`config.mk`:
```
export PLATFORM = sky130hd
export DESIGN_NAME = linear_threshold_classifier_core
export DESIGN_NICKNAME = d
export VERILOG_FILES = /design/src/design/ltc_pkg.sv /design/src/design/ltc_ram.sv /design/src/design/ltc_weight_unit.sv /design/src/design/ltc_decide.sv /design/src/design/linear_threshold_classifier_core.sv
export SDC_FILE = /design/constraint.sdc
export NUM_CORES = 2
export LEC_CHECK = 0
export BUFFER_PORTS_ARGS = -buffer_cell sky130_fd_sc_hd__buf_2
export CAP_MARGIN = 20
export CORE_MARGIN = 3
export CORE_UTILIZATION = 37
export CTS_BUF_LIST = sky130_fd_sc_hd__clkbuf_16
export DETAILED_ROUTE_END_ITERATION = 8
export GPL_TIMING_DRIVEN = 0
export PLACE_DENSITY = 0.49
export SYNTH_ARGS = -nofsm -noshare
export SYNTH_HDL_FRONTEND = slang
export SYNTH_SLANG_ARGS = --single-unit
```
`constraint.sdc`:
```
create_clock -name clk_i -period 13.5 [get_ports clk_i]
set_input_delay 2.7 -clock clk_i [delete_from_list [all_inputs] [get_ports clk_i]]
set_output_delay 2.7 -clock clk_i [all_outputs]
set_load 0.005 [all_outputs]
```
`src/design/ltc_pkg.sv`:
```
// Shared types and constants for the linear threshold classifier.
package ltc_pkg;

  localparam int MaxAttrDef    = 64;
  localparam int WeightBitsDef = 16;

  localparam int VAL_W   = 16;
  localparam int CFG_W   = 7;
  localparam int SUM_W   = 40;
  localparam int SCORE_W = 32;
  localparam int CMD_W   = 3;

  localparam logic [CFG_W-1:0] ATTR_USED_RESET = CFG_W'(64);

  typedef enum logic [CMD_W-1:0] {
    CMD_CLASSIFY = 3'd0,
    CMD_SET      = 3'd1,
    CMD_ADD      = 3'd2,
    CMD_SUB      = 3'd3,
    CMD_MUL      = 3'd4
  } cmd_e;

  typedef struct packed {
    logic valid;
    logic acc;
    logic last;
  } acc_ctrl_t;

endpackage

```
`src/design/ltc_ram.sv`:
```
// Generic single-write, single-read RAM with registered read data.
module ltc_ram #(
  parameter int WIDTH = 16,
  parameter int DEPTH = 64,
  localparam int AW = (DEPTH > 1) ? $clog2(DEPTH) : 1
) (
  input  logic             clk_i,
  input  logic             we_i,
  input  logic [AW-1:0]    waddr_i,
  input  logic [WIDTH-1:0] wdata_i,
  input  logic             re_i,
  input  logic [AW-1:0]    raddr_i,
  output logic [WIDTH-1:0] rdata_o
);

  logic [WIDTH-1:0] mem_q [DEPTH];
  logic [WIDTH-1:0] rdata_q;

  always_ff @(posedge clk_i) begin
    if (we_i) begin
      mem_q[waddr_i] <= wdata_i;
    end
    if (re_i) begin
      rdata_q <= mem_q[raddr_i];
    end
  end

  assign rdata_o = rdata_q;

endmodule

```
`src/design/ltc_weight_unit.sv`:
```
// Weight lookup with write forwarding, weight update and product stage.
module ltc_weight_unit #(
  parameter int MAX_ATTR    = ltc_pkg::MaxAttrDef,
  parameter int WEIGHT_BITS = ltc_pkg::WeightBitsDef,
  localparam int IDX_W  = $clog2(MAX_ATTR + 1),
  localparam int ADDR_W = (MAX_ATTR > 1) ? $clog2(MAX_ATTR) : 1,
  localparam int PROD_W = WEIGHT_BITS + ltc_pkg::VAL_W
) (
  input  logic                           clk_i,
  input  logic                           rst_ni,
  input  logic                           en_i,
  input  logic                           req_valid_i,
  input  ltc_pkg::cmd_e                  req_cmd_i,
  input  logic [IDX_W-1:0]               req_idx_i,
  input  logic signed [ltc_pkg::VAL_W-1:0] req_val_i,
  input  logic                           req_last_i,
  input  logic [ltc_pkg::CFG_W-1:0]      attr_used_i,
  output logic                           ram_re_o,
  output logic [ADDR_W-1:0]              ram_raddr_o,
  output logic                           ram_we_o,
  output logic [ADDR_W-1:0]              ram_waddr_o,
  output logic [WEIGHT_BITS-1:0]         ram_wdata_o,
  input  logic [WEIGHT_BITS-1:0]         ram_rdata_i,
  output logic signed [WEIGHT_BITS-1:0]  bias_o,
  output ltc_pkg::acc_ctrl_t             s2_ctrl_o,
  output logic signed [PROD_W-1:0]       s2_prod_o
);
  import ltc_pkg::*;

  localparam int UPD_W = PROD_W + 1;
  localparam int CMP_W = (IDX_W > CFG_W) ? IDX_W : CFG_W;
  localparam logic [IDX_W-1:0] BIAS_IDX = IDX_W'(MAX_ATTR);
  localparam logic signed [UPD_W-1:0] W_HI =
    {{(UPD_W - WEIGHT_BITS + 1){1'b0}}, {(WEIGHT_BITS - 1){1'b1}}};
  localparam logic signed [UPD_W-1:0] W_LO = ~W_HI;

  logic                          s1_valid_q;
  cmd_e                          s1_cmd_q;
  logic [IDX_W-1:0]              s1_idx_q;
  logic signed [VAL_W-1:0]       s1_val_q;
  logic                          s1_last_q;
  logic                          fwd_hit_q;
  logic signed [WEIGHT_BITS-1:0] fwd_q;
  logic                          rd_vld_q;
  logic [MAX_ATTR-1:0]           valid_q;
  logic signed [WEIGHT_BITS-1:0] bias_q;
  acc_ctrl_t                     s2_ctrl_q;
  logic signed [PROD_W-1:0]      s2_prod_q;

  logic                          rd_in_range;
  logic                          is_bias;
  logic signed [WEIGHT_BITS-1:0] w_ram;
  logic signed [WEIGHT_BITS-1:0] w_cur;
  logic signed [PROD_W-1:0]      prod;
  logic signed [UPD_W-1:0]       upd;
  logic signed [WEIGHT_BITS-1:0] upd_sat;
  logic                          is_wcmd;
  logic                          wr_ok;
  logic                          acc_ok;
  acc_ctrl_t                     s2_ctrl_d;

  // request side: read the weight while the request enters stage 1
  assign rd_in_range = req_idx_i < BIAS_IDX;
  assign ram_re_o    = en_i;
  assign ram_raddr_o = req_idx_i[ADDR_W-1:0];

  // stage 1
  assign is_bias = s1_idx_q == BIAS_IDX;
  assign w_ram   = fwd_hit_q ? fwd_q : (rd_vld_q ? $signed(ram_rdata_i) : '0);
  assign w_cur   = is_bias ? bias_q : w_ram;
  assign prod    = w_cur * s1_val_q;

  always_comb begin
    upd     = '0;
    is_wcmd = 1'b0;
    case (s1_cmd_q)
      CMD_SET: begin
        upd     = UPD_W'(s1_val_q);
        is_wcmd = 1'b1;
      end
      CMD_ADD: begin
        upd     = UPD_W'(w_cur) + UPD_W'(s1_val_q);
        is_wcmd = 1'b1;
      end
      CMD_SUB: begin
        upd     = UPD_W'(w_cur) - UPD_W'(s1_val_q);
        is_wcmd = 1'b1;
      end
      CMD_MUL: begin
        upd     = UPD_W'(prod >>> 8);
        is_wcmd = 1'b1;
      end
      default: begin
        upd     = '0;
        is_wcmd = 1'b0;
      end
    endcase
  end

  always_comb begin
    if (upd > W_HI) begin
      upd_sat = W_HI[WEIGHT_BITS-1:0];
    end else if (upd < W_LO) begin
      upd_sat = W_LO[WEIGHT_BITS-1:0];
    end else begin
      upd_sat = upd[WEIGHT_BITS-1:0];
    end
  end

  assign wr_ok  = s1_valid_q && is_wcmd && (s1_idx_q <= BIAS_IDX);
  assign acc_ok = (s1_idx_q < BIAS_IDX) && (CMP_W'(s1_idx_q) < CMP_W'(attr_used_i));

  assign ram_we_o    = en_i && wr_ok && !is_bias;
  assign ram_waddr_o = s1_idx_q[ADDR_W-1:0];
  assign ram_wdata_o = upd_sat;

  always_comb begin
    s2_ctrl_d.valid = s1_valid_q && (s1_cmd_q == CMD_CLASSIFY);
    s2_ctrl_d.acc   = acc_ok;
    s2_ctrl_d.last  = s1_last_q;
  end

  always_ff @(posedge clk_i or negedge rst_ni) begin
    if (!rst_ni) begin
      s1_valid_q <= 1'b0;
      fwd_hit_q  <= 1'b0;
      rd_vld_q   <= 1'b0;
      valid_q    <= '0;
      bias_q     <= '0;
      s2_ctrl_q  <= '0;
    end else if (en_i) begin
      s1_valid_q <= req_valid_i;
      fwd_hit_q  <= ram_we_o && (ram_waddr_o == ram_raddr_o);
      rd_vld_q   <= rd_in_range ? valid_q[ram_raddr_o] : 1'b0;
      if (ram_we_o) begin
        valid_q[ram_waddr_o] <= 1'b1;
      end
      if (wr_ok && is_bias) begin
        bias_q <= upd_sat;
      end
      s2_ctrl_q <= s2_ctrl_d;
    end
  end

  always_ff @(posedge clk_i) begin
    if (en_i) begin
      s1_cmd_q  <= req_cmd_i;
      s1_idx_q  <= req_idx_i;
      s1_val_q  <= req_val_i;
      s1_last_q <= req_last_i;
      fwd_q     <= upd_sat;
      s2_prod_q <= prod;
    end
  end

  assign bias_o    = bias_q;
  assign s2_ctrl_o = s2_ctrl_q;
  assign s2_prod_o = s2_prod_q;

  a_we_only_when_moving: assert property (@(posedge clk_i) disable iff (!rst_ni)
    ram_we_o |-> en_i)
    else $error("weight write while pipeline stalled");

  a_fwd_needs_write: assert property (@(posedge clk_i) disable iff (!rst_ni)
    $rose(fwd_hit_q) |-> $past(ram_we_o))
    else $error("forwarded weight without a preceding write");

endmodule

```
`src/design/ltc_decide.sv`:
```
// Running sum accumulation, bias add, decision and result register.
module ltc_decide #(
  parameter int WEIGHT_BITS = ltc_pkg::WeightBitsDef,
  localparam int PROD_W = WEIGHT_BITS + ltc_pkg::VAL_W
) (
  input  logic                             clk_i,
  input  logic                             rst_ni,
  input  logic                             en_i,
  input  ltc_pkg::acc_ctrl_t               ctrl_i,
  input  logic signed [PROD_W-1:0]         prod_i,
  input  logic signed [WEIGHT_BITS-1:0]    bias_i,
  output logic                             res_valid_o,
  output logic                             category_o,
  output logic signed [ltc_pkg::SCORE_W-1:0] score_o
);
  import ltc_pkg::*;

  localparam int SE_W = ((SUM_W > PROD_W) ? SUM_W : PROD_W) + 1;
  localparam logic signed [SE_W-1:0] S_HI =
    {{(SE_W - SUM_W + 1){1'b0}}, {(SUM_W - 1){1'b1}}};
  localparam logic signed [SE_W-1:0] S_LO = ~S_HI;
  localparam logic signed [SUM_W-1:0] SC_HI =
    {{(SUM_W - SCORE_W + 1){1'b0}}, {(SCORE_W - 1){1'b1}}};
  localparam logic signed [SUM_W-1:0] SC_LO = ~SC_HI;

  logic signed [SUM_W-1:0]   run_q;
  logic                      res_valid_q;
  logic                      category_q;
  logic signed [SCORE_W-1:0] score_q;

  logic signed [SE_W-1:0]    sum_ext;
  logic signed [SUM_W-1:0]   sum_sat;
  logic signed [SE_W-1:0]    tot_ext;
  logic signed [SUM_W-1:0]   tot_sat;
  logic signed [SCORE_W-1:0] score_d;

  assign sum_ext = SE_W'(run_q) + (ctrl_i.acc ? SE_W'(prod_i) : '0);

  always_comb begin
    if (sum_ext > S_HI) begin
      sum_sat = S_HI[SUM_W-1:0];
    end else if (sum_ext < S_LO) begin
      sum_sat = S_LO[SUM_W-1:0];
    end else begin
      sum_sat = sum_ext[SUM_W-1:0];
    end
  end

  // bias is Q8.8, the sum Q24.16
  assign tot_ext = SE_W'(sum_sat) + (SE_W'(bias_i) <<< 8);

  always_comb begin
    if (tot_ext > S_HI) begin
      tot_sat = S_HI[SUM_W-1:0];
    end else if (tot_ext < S_LO) begin
      tot_sat = S_LO[SUM_W-1:0];
    end else begin
      tot_sat = tot_ext[SUM_W-1:0];
    end
  end

  always_comb begin
    if (tot_sat > SC_HI) begin
      score_d = SC_HI[SCORE_W-1:0];
    end else if (tot_sat < SC_LO) begin
      score_d = SC_LO[SCORE_W-1:0];
    end else begin
      score_d = tot_sat[SCORE_W-1:0];
    end
  end

  always_ff @(posedge clk_i or negedge rst_ni) begin
    if (!rst_ni) begin
      run_q       <= '0;
      res_valid_q <= 1'b0;
    end else if (en_i) begin
      res_valid_q <= ctrl_i.valid && ctrl_i.last;
      if (ctrl_i.valid) begin
        run_q <= ctrl_i.last ? '0 : sum_sat;
      end
    end
  end

  always_ff @(posedge clk_i) begin
    if (en_i && ctrl_i.valid && ctrl_i.last) begin
      category_q <= !tot_sat[SUM_W-1];
      score_q    <= score_d;
    end
  end

  assign res_valid_o = res_valid_q;
  assign category_o  = category_q;
  assign score_o     = score_q;

  a_sum_cleared: assert property (@(posedge clk_i) disable iff (!rst_ni)
    (en_i && ctrl_i.valid && ctrl_i.last) |=> (run_q == '0))
    else $error("running sum not cleared after decision");

  a_cat_sign: assert property (@(posedge clk_i) disable iff (!rst_ni)
    res_valid_q |-> (category_q == !score_q[SCORE_W-1]))
    else $error("category disagrees with score sign");

endmodule

```
`src/design/linear_threshold_classifier_core.sv`:
```
// Top level of the linear threshold classifier.
//
//  port group     dir  content (lsb first)                      handshake
//  s_axis_*       in   tdata: element_index, operand_value      tvalid/tready
//                      tuser: cmd; tlast: last_element
//  m_axis_*       out  tdata: score; tuser: category            tvalid/tready
//  cfg_*          in   wdata: attributes_in_use                 we, no wait
//
//  One request per cycle while no result is held. Three register stages: weight read,
//  weight update / product, accumulate and result register.
//  Weight store reads and writes one entry per cycle; a write in stage 1
//  is forwarded to a read of the same entry in the same cycle.
//  Reset clears all weights (entry valid bits) and the running sum.
//  A held result stalls all stages together; tready drops only then.
module linear_threshold_classifier_core #(
  parameter int MAX_ATTR    = ltc_pkg::MaxAttrDef,
  parameter int WEIGHT_BITS = ltc_pkg::WeightBitsDef,
  localparam int IDX_W   = $clog2(MAX_ATTR + 1),
  localparam int TDATA_W = ((IDX_W + ltc_pkg::VAL_W + 7) / 8) * 8
) (
  input  logic                          clk_i,
  input  logic                          rst_ni,
  input  logic                          s_axis_tvalid_i,
  output logic                          s_axis_tready_o,
  input  logic [TDATA_W-1:0]            s_axis_tdata_i,  // element_index, operand_value, 0 pad
  input  logic [ltc_pkg::CMD_W-1:0]     s_axis_tuser_i,  // cmd
  input  logic                          s_axis_tlast_i,
  output logic                          m_axis_tvalid_o,
  input  logic                          m_axis_tready_i,
  output logic [ltc_pkg::SCORE_W-1:0]   m_axis_tdata_o,  // score
  output logic [0:0]                    m_axis_tuser_o,  // category
  input  logic                          cfg_we_i,
  input  logic [ltc_pkg::CFG_W-1:0]     cfg_wdata_i
);
  import ltc_pkg::*;

  localparam int ADDR_W = (MAX_ATTR > 1) ? $clog2(MAX_ATTR) : 1;
  localparam int PROD_W = WEIGHT_BITS + VAL_W;

  logic [CFG_W-1:0]              attr_used_q;
  logic                          en;
  logic                          res_valid;
  logic                          category;
  logic signed [SCORE_W-1:0]     score;

  logic                          ram_re;
  logic [ADDR_W-1:0]             ram_raddr;
  logic                          ram_we;
  logic [ADDR_W-1:0]             ram_waddr;
  logic [WEIGHT_BITS-1:0]        ram_wdata;
  logic [WEIGHT_BITS-1:0]        ram_rdata;
  logic signed [WEIGHT_BITS-1:0] bias;
  acc_ctrl_t                     s2_ctrl;
  logic signed [PROD_W-1:0]      s2_prod;

  always_ff @(posedge clk_i or negedge rst_ni) begin
    if (!rst_ni) begin
      attr_used_q <= ATTR_USED_RESET;
    end else if (cfg_we_i) begin
      attr_used_q <= cfg_wdata_i;
    end
  end

  assign en              = !res_valid || m_axis_tready_i;
  assign s_axis_tready_o = en;

  ltc_ram #(
    .WIDTH (WEIGHT_BITS),
    .DEPTH (MAX_ATTR)
  ) u_weights (
    .clk_i   (clk_i),
    .we_i    (ram_we),
    .waddr_i (ram_waddr),
    .wdata_i (ram_wdata),
    .re_i    (ram_re),
    .raddr_i (ram_raddr),
    .rdata_o (ram_rdata)
  );

  ltc_weight_unit #(
    .MAX_ATTR    (MAX_ATTR),
    .WEIGHT_BITS (WEIGHT_BITS)
  ) u_weight_unit (
    .clk_i       (clk_i),
    .rst_ni      (rst_ni),
    .en_i        (en),
    .req_valid_i (s_axis_tvalid_i),
    .req_cmd_i   (cmd_e'(s_axis_tuser_i)),
    .req_idx_i   (s_axis_tdata_i[IDX_W-1:0]),
    .req_val_i   ($signed(s_axis_tdata_i[IDX_W +: VAL_W])),
    .req_last_i  (s_axis_tlast_i),
    .attr_used_i (attr_used_q),
    .ram_re_o    (ram_re),
    .ram_raddr_o (ram_raddr),
    .ram_we_o    (ram_we),
    .ram_waddr_o (ram_waddr),
    .ram_wdata_o (ram_wdata),
    .ram_rdata_i (ram_rdata),
    .bias_o      (bias),
    .s2_ctrl_o   (s2_ctrl),
    .s2_prod_o   (s2_prod)
  );

  ltc_decide #(
    .WEIGHT_BITS (WEIGHT_BITS)
  ) u_decide (
    .clk_i       (clk_i),
    .rst_ni      (rst_ni),
    .en_i        (en),
    .ctrl_i      (s2_ctrl),
    .prod_i      (s2_prod),
    .bias_i      (bias),
    .res_valid_o (res_valid),
    .category_o  (category),
    .score_o     (score)
  );

  assign m_axis_tvalid_o   = res_valid;
  assign m_axis_tdata_o    = score;
  assign m_axis_tuser_o[0] = category;

endmodule

```
# Word-level counts from Yosys, hierarchy flattened
# Memories as Yosys holds them, arrays and structs flattened. A register that Yosys moved wholly into a read port is not among the register bits.
# Index checks and enable logic that the tools add are counted.
word_totals:
  regBits: 242
  ram_bits: 1024
  in_bits: 40
  output_inout_bits: 35
  memories: 1
mem_list:
  columns: ["name", "words", "width", "rd", "rd_clocked_by_memory_dff", "wr", "line", "source"]
  rows:
  - ["u_weights.mem_q", 64, 16, 1, 1, 1, "ltc_ram.sv:16", "logic [WIDTH-1:0] mem_q [DEPTH];"]
op_classes:
  addsub: 4
  multipliers: 1
  magnitude_cmp: 15
  n_eq_ne: 6
  n_mux: 21
  n_bitwise: 1
  reduce_logical: 21
op_table:
  columns: ["op", "n"]
  rows:
  - ["$mux 40", 5]
  - ["$pmux 33 s4", 1]
  - ["$gt 41x40->1 const B", 2]
  - ["$lt 41x40->1 const B", 2]
  - ["$mux 16", 5]
  - ["$or 64x64->64", 1]
  - ["$add 40x24->41", 1]
  - ["$add 41x41->41", 1]
  - ["$mux 41", 1]
  - ["$gt 40x32->1 const B", 1]
  - ["$lt 40x32->1 const B", 1]
  - ["$gt 33x16->1 const B", 1]
  - ["$lt 33x16->1 const B", 1]
  - ["$mul 16x16->32", 1]
  - ["$mux 32", 1]
  - ["$add 16x16->17", 1]
  - ["$sub 16x16->17", 1]
  - ["$lt 6x7->1 const B", 2]
  - ["$lt 7x7->1 const B", 2]
  - ["$logic_and 1x1->1", 12]
  - ["$eq 7x7->1 const B", 1]
  - ["$le 7x7->1 const B", 1]
  - ["$lt 7x7->1", 1]
  - ["$bmux 1 s6", 1]
  - ["12 further kinds", 22]

# Depth between registers and ports, before layout
logic_depth:
  word_depth: 11
  ltp_mapped: 34

# By module
# Synthesis repeated with hierarchy kept, for this count alone.
unflattened:
  cells_unflattened: 4686
  hier_area_um2: 66745.3
by_module_without_submodules:
  columns: ["mod", "instances", "cells_per_inst", "area_each_um2", "seq_area_each_um2"]
  rows:
  - ["ltc_ram", 1, 1829, 40202.3, 31230.0]
  - ["ltc_weight_unit", 1, 1925, 18662.9, 4404.2]
  - ["ltc_decide", 1, 916, 7581.0, 2016.9]
  - ["linear_threshold_classifier_core", 1, 16, 299.0, 176.4]

# Worst setup path after synthesis
# OpenSTA, ideal clock, no wires.
synth_path:
  path_type: "reg2reg"
  from: "reg u_weight_unit.s1_idx_q[1]"
  to: "reg u_weight_unit.fwd_q[9] (data pin)"
  arrival_ps: 10628
  required_time_ps: 12765
  setup_slack_ps: 2138
  stages_incl_launch_ff: 31
  path_buffers: 5
  period_less_slack_ps: 11362
  path_cell_list: "edfxtp_1 > buf_2 > or3_1 > buf_2 > nand4b_4 > clkbuf_1 > clkbuf_1 > a21oi_1 > clkbuf_1 > nand2_1 > fa_1 > inv_1 > fa_1 > inv_1 > fa_1 > inv_1 > fa_1 > inv_1 > fa_1 > inv_1 > fa_1 > ha_1 > and4_1 > o211ai_1 > a2111oi_0 > and3b_1 > or3_1 > a2111oi_0 > and4_1 > o211ai_2 > o31ai_1"
synth_via:
  elab_chain_cells: 7
  word_cells_on_any_way: 10
  cone_classes: "add/sub: 2; mul: 1; order compare: 2; eq/ne: 1; mux: 4"
synth_rtl:
  columns: ["item", "line", "source"]
  rows:
  - ["start, declared", "ltc_weight_unit.sv:39", "logic [IDX_W-1:0] s1_idx_q;"]
  - ["start signal, assigned", "ltc_weight_unit.sv:148", "s1_idx_q <= req_idx_i;"]
  - ["$eq 7x7->1 (*)", "ltc_weight_unit.sv:68", "assign is_bias = s1_idx_q == BIAS_IDX;"]
  - ["$mux 16 (*)", "ltc_weight_unit.sv:70", "assign w_cur = is_bias ? bias_q : w_ram;"]
  - ["$mul 16x16->32, or another cell as far along", "ltc_weight_unit.sv:71", "assign prod = w_cur * s1_val_q;"]
  - ["$pmux 33 s4 (*)", "ltc_weight_unit.sv:76", "case (s1_cmd_q)"]
  - ["$lt 33x16->1", "ltc_weight_unit.sv:103", "end else if (upd < W_LO) begin"]
  - ["$mux 16", "ltc_weight_unit.sv:103", null]
  - ["$mux 16 (*)", "ltc_weight_unit.sv:101", "if (upd > W_HI) begin"]
  - ["via ram_wdata[9]", "linear_threshold_classifier_core.sv:50", "logic [WEIGHT_BITS-1:0] ram_wdata;"]
  - ["end signal, assigned", "ltc_weight_unit.sv:151", "fwd_q <= upd_sat;"]
  - ["end, declared", "ltc_weight_unit.sv:43", "logic signed [WEIGHT_BITS-1:0] fwd_q;"]
# The timed path passes the listed nets; every way through them passes the cells marked *.
# A chain may end at the register's enable or synchronous reset.

# Worst setup path in the final report
layout_path:
  from: "reg u_weight_unit.s1_idx_q[2]"
  to: "mem u_weights.mem_q[49][8] (data pin)"
layout_via:
  elab_chain_cells: 7
  word_cells_on_any_way: 10
  cone_classes: "add/sub: 2; mul: 1; order compare: 2; eq/ne: 1; mux: 4"
layout_rtl:
  columns: ["item", "line"]
  rows:
  - ["$eq 7x7->1 (*)", "ltc_weight_unit.sv:68"]
  - ["$mux 16 (*)", "ltc_weight_unit.sv:70"]
  - ["$mul 16x16->32, or another cell as far along", "ltc_weight_unit.sv:71"]
  - ["$pmux 33 s4 (*)", "ltc_weight_unit.sv:76"]
  - ["$lt 33x16->1", "ltc_weight_unit.sv:103"]
  - ["$mux 16", "ltc_weight_unit.sv:103"]
  - ["$mux 16 (*)", "ltc_weight_unit.sv:101"]
  - ["via ram_wdata[8]", "linear_threshold_classifier_core.sv:50"]
  - ["end, declared", "ltc_ram.sv:16"]
# Marks and branches as above.

==> reports/results.ini <==
[outcome]
status = completed

[synthesis]
synth_area_leaders = edfxtp_1 53%, mux4_2 12%, fa_1 8.2%
yosysTopAreaCellShare = 0.5293
avgSynthCellArea_um2 = 15.39
synth.cell_area_mm2 = 0.06513
synth-edff-count = 1148
synth-seq-cells = 1282
synth_ff_type = edfxtp_1
synth_cell_types = 91
yosysSeqAreaShare = 0.5808
synth_nets = 4732
synth_warnings = 0
yosys.area.top_type = edfxtp_1
ys_async_sr_fraction = 0.1045
netlist_instances = 4231

[setup_path]
cp_slowest_stage_delay_ns = 1.03
crit_start = u_weight_unit.s1_idx_q[2]
worst_r2r_path_depth = 33
arrival_ns = 13.25
path_common_cell = fa_1
r2r_start = u_weight_unit.s1_idx_q[2]
cp.required_ns = 13.92
path_max_fanout = 65
path_class = register to register
critPathCaptureType = register
crit_path_start_kind = register
cp_slowest_cell = a2111oi_0

[placement]
gp_congestion = 0.8701
dpl.hpwl_mm = 139.4
post-place-ws_ns = 0.9365
post_dp_cell_area_mm2 = 0.07067
io_buffers = 73

[global_route]
antenna_found_initial = 7
grt_pass1_wl_mm = 272.3
grt_overflow_total = 0
track_usage = 0.2078
first_global_vias = 38430
grt_max_degree = 88

[clock_tree]
cts.sink_count = 1282
hold_buffers = 0
cts_made_buffers = 141
cts_resized = 0
path_clk_slew_ns = 0.05
max-clock-path-buffers = 3
clk_latency_ns = 0.77
root_buffer = clkbuf_16
post-cts-setup-buffers = 0
htree_levels = 4
cts_tree = done

[power_and_ir_drop]
p_leak_nw = 28.16
power.internal_mw = 7.914
p_sw_mw = 3.702
p_total_mw = 11.62
switching_share = 0.3187
pwr-share-clk = 0.312
power_frac_comb = 0.271
max-vdd-ir-drop_uv = 100.7
pwr-share-seq = 0.417
p_per_area_mw_per_mm2 = 154.7

[drt]
drt_first_pass_iters = 6
wl_per_cell_um = 26.71
drtIter0Drc = 3020
ant_nets = 0
via_per_inst = 5.382
vias = 37690
post-route-drc-count = 0
finalWirelength_mm = 187.1

[timing]
fin_ws_ns = 0.6704
fin_crit_sh = 0.9503
fmax_mhz = 77.94
setup-tns-final_ns = 0
relSlewSlack = 0.2050
finalSetupViolations = 0
drv_slew = 0
period_minus_slack_ns = 12.83
hold_viol_final = 0
rsz0062_at_grt = no
worst_slew_pin_slew_ns = 1.162
finClkSkew_ns = 0.04125

[floorplan]
die_h_um = 425.6
row_count = 153
die_x_um = 425.6
core-area_mm2 = 0.1744
die_area_mm2 = 0.1811
initial_core_util = 0.3735
pin_count = 75

[cells_and_area]
area_delta_synth_final_pct = 15.25
fin_area_mm2 = 0.07507
drive_above_1_share = 0.2015
fin_util = 0.4304
final_nets = 5065

[worst_hold_path]
hold_depth = 2
min_path_type = register to register
hp-start = u_weight_unit.s1_last_q

[flow_run]
max-cap-violations = 0

cell usage after synthesis (all sizes together) (7+ instances only):
cell,instances
mux2,15
xor2,51
o31ai,13
or2,76
a22o,27
nand2b,13
edfxtp,1148
o21bai,14
buf,41
a31oi,16
and3,16
fa,266
a21o,69
mux4,357
o21a,36
inv,372
nand2,237
ha,195
nand4,16
nor2,246
nor3,29
nor2b,23
xnor2,56
nor4,7
a21oi,135
o211ai,30
nand3b,8
a22oi,26
or3,12
a2bb2oi,7
a221oi,8
a211oi,17
o41ai,8
and2,90
o21ai,119
nand3,38
clkbuf,140
dfrtp,133
maj3,15
sequential cells by signal (all words and copies together) (netlist names), 3 cells and up:
signal,count
u_weights.mem_q,1024
u_weight_unit.s2_prod_o,32
u_weight_unit.s1_cmd_q,3
u_weight_unit.bias_o,16
attr_used_q,7
u_decide.score_o,32
u_weight_unit.s1_val_q,16
u_weight_unit.s2_ctrl_o,3
u_weight_unit.fwd_q,16
u_weights.rdata_o,16
u_weight_unit.valid_q,64
u_decide.run_q,40
u_weight_unit.s1_idx_q,7
cells in the final DEF, fill, tap and decap left out, types with 16 or more instances in the layout:
master	count
ha_1	195
nand4_1	16
clkbuf_16	146
a22oi_1	26
or2_2	76
a21o_1	69
nor3_1	28
xor2_1	51
clkinv_1	40
o211ai_1	28
fa_1	266
o21ai_0	105
clkbuf_1	139
o21a_1	36
buf_8	70
mux4_2	357
a31oi_1	16
nor2b_1	23
inv_1	410
nor2_1	181
nand3_1	38
buf_2	84
buf_12	25
dfrtp_1	133
nor2_2	64
buf_1	27
and3_1	16
edfxtp_1	1148
a22o_1	27
a211oi_1	17
and2_1	90
a21oi_1	132
xnor2_1	55
nand2_1	235
routing by layer:
layer / part of all wire / global-route usage / wire length, um
met1: 0.43 / 0.2824 / 80340
met2: 0.49 / 0.3441 / 91300
met3: 0.048 / 0.02971 / 9016
met4: 0.034 / 0.06779 / 6393
met5: 0.000064 / 0 / 12
power groups by stage:
| stage | clock network (mW) | registers (mW) | logic [mW] |
|---|---|---|---|
| 2_1_floorplan | 0 | 4.90 | 2.00 |
| 3_3_place_gp | 0 | 4.99 | 3.04 |
| 3_5_place_dp | 0 | 4.92 | 3.15 |
| 4_1_cts | 3.73 | 4.84 | 3.18 |
| 5_1_grt | 3.89 | 4.85 | 3.45 |
| 6_report | 3.62 | 4.84 | 3.15 |
cell families after synthesis:
| group | count (synthesis) | synth area share |
|---|---|---|
| compound gates | 599 | 0.06255 |
| xor+xnor | 107 | 0.01450 |
| fa+ha+maj | 476 | 0.1215 |
| buf+inv | 559 | 0.03262 |
| flops | 1282 | 0.5808 |
| mux | 376 | 0.1267 |
| simple gates | 832 | 0.06135 |
layout make-up:
class                   instances  area [um2]
multi-input cells            2390       25490
flip-flops and latches       1282       37830
well taps                    2325        2909
plain buffers                 181       709.4
diodes                          4       10.01
fillers                     15710       99330
repair buffers                190        2362
clock inverters               108       689.4
inverters                     378        1419
clock buffers                 146        3654
critical path, delay by kind of cell (launching register included):
kind / cells / cell delay [ns]
adders and majority gates: 7 / 3.55
AOI/OAI and AO/OA: 6 / 3.14
buffers and inverters: 11 / 2.82
and+or+nand+nor: 9 / 2.52
DFF: 1 / 0.36
per-stage QoR:
| step | hold slack [ns] | std cells |
|---|---|---|
| 6_report | 0.4560 | 7004 |
| 5_1_grt | 0.4807 | 7000 |
| 4_1_cts | 0.4626 | 6997 |
| 3_5_place_dp | 0.4488 | 6743 |
| 3_3_place_gp | 0.4435 | 6629 |
| 2_1_floorplan | 0.4260 | 4231 |
path summary, 6_finish.rpt:
check	to	slack, ns
setup reg to reg	u_weights.mem_q[49][8]	0.67
max in group asynchronous	u_weight_unit.valid_q[59]	10.65
hold reg to reg	u_weight_unit.s2_ctrl_o[0]	0.46
min in group asynchronous	u_weight_unit.s2_ctrl_o[0]	1.93
hold / removal	u_weight_unit.s2_ctrl_o[0]	0.46
setup / recovery	u_weights.mem_q[49][8]	0.67
Note: power is estimated with default switching activity, not from simulation.
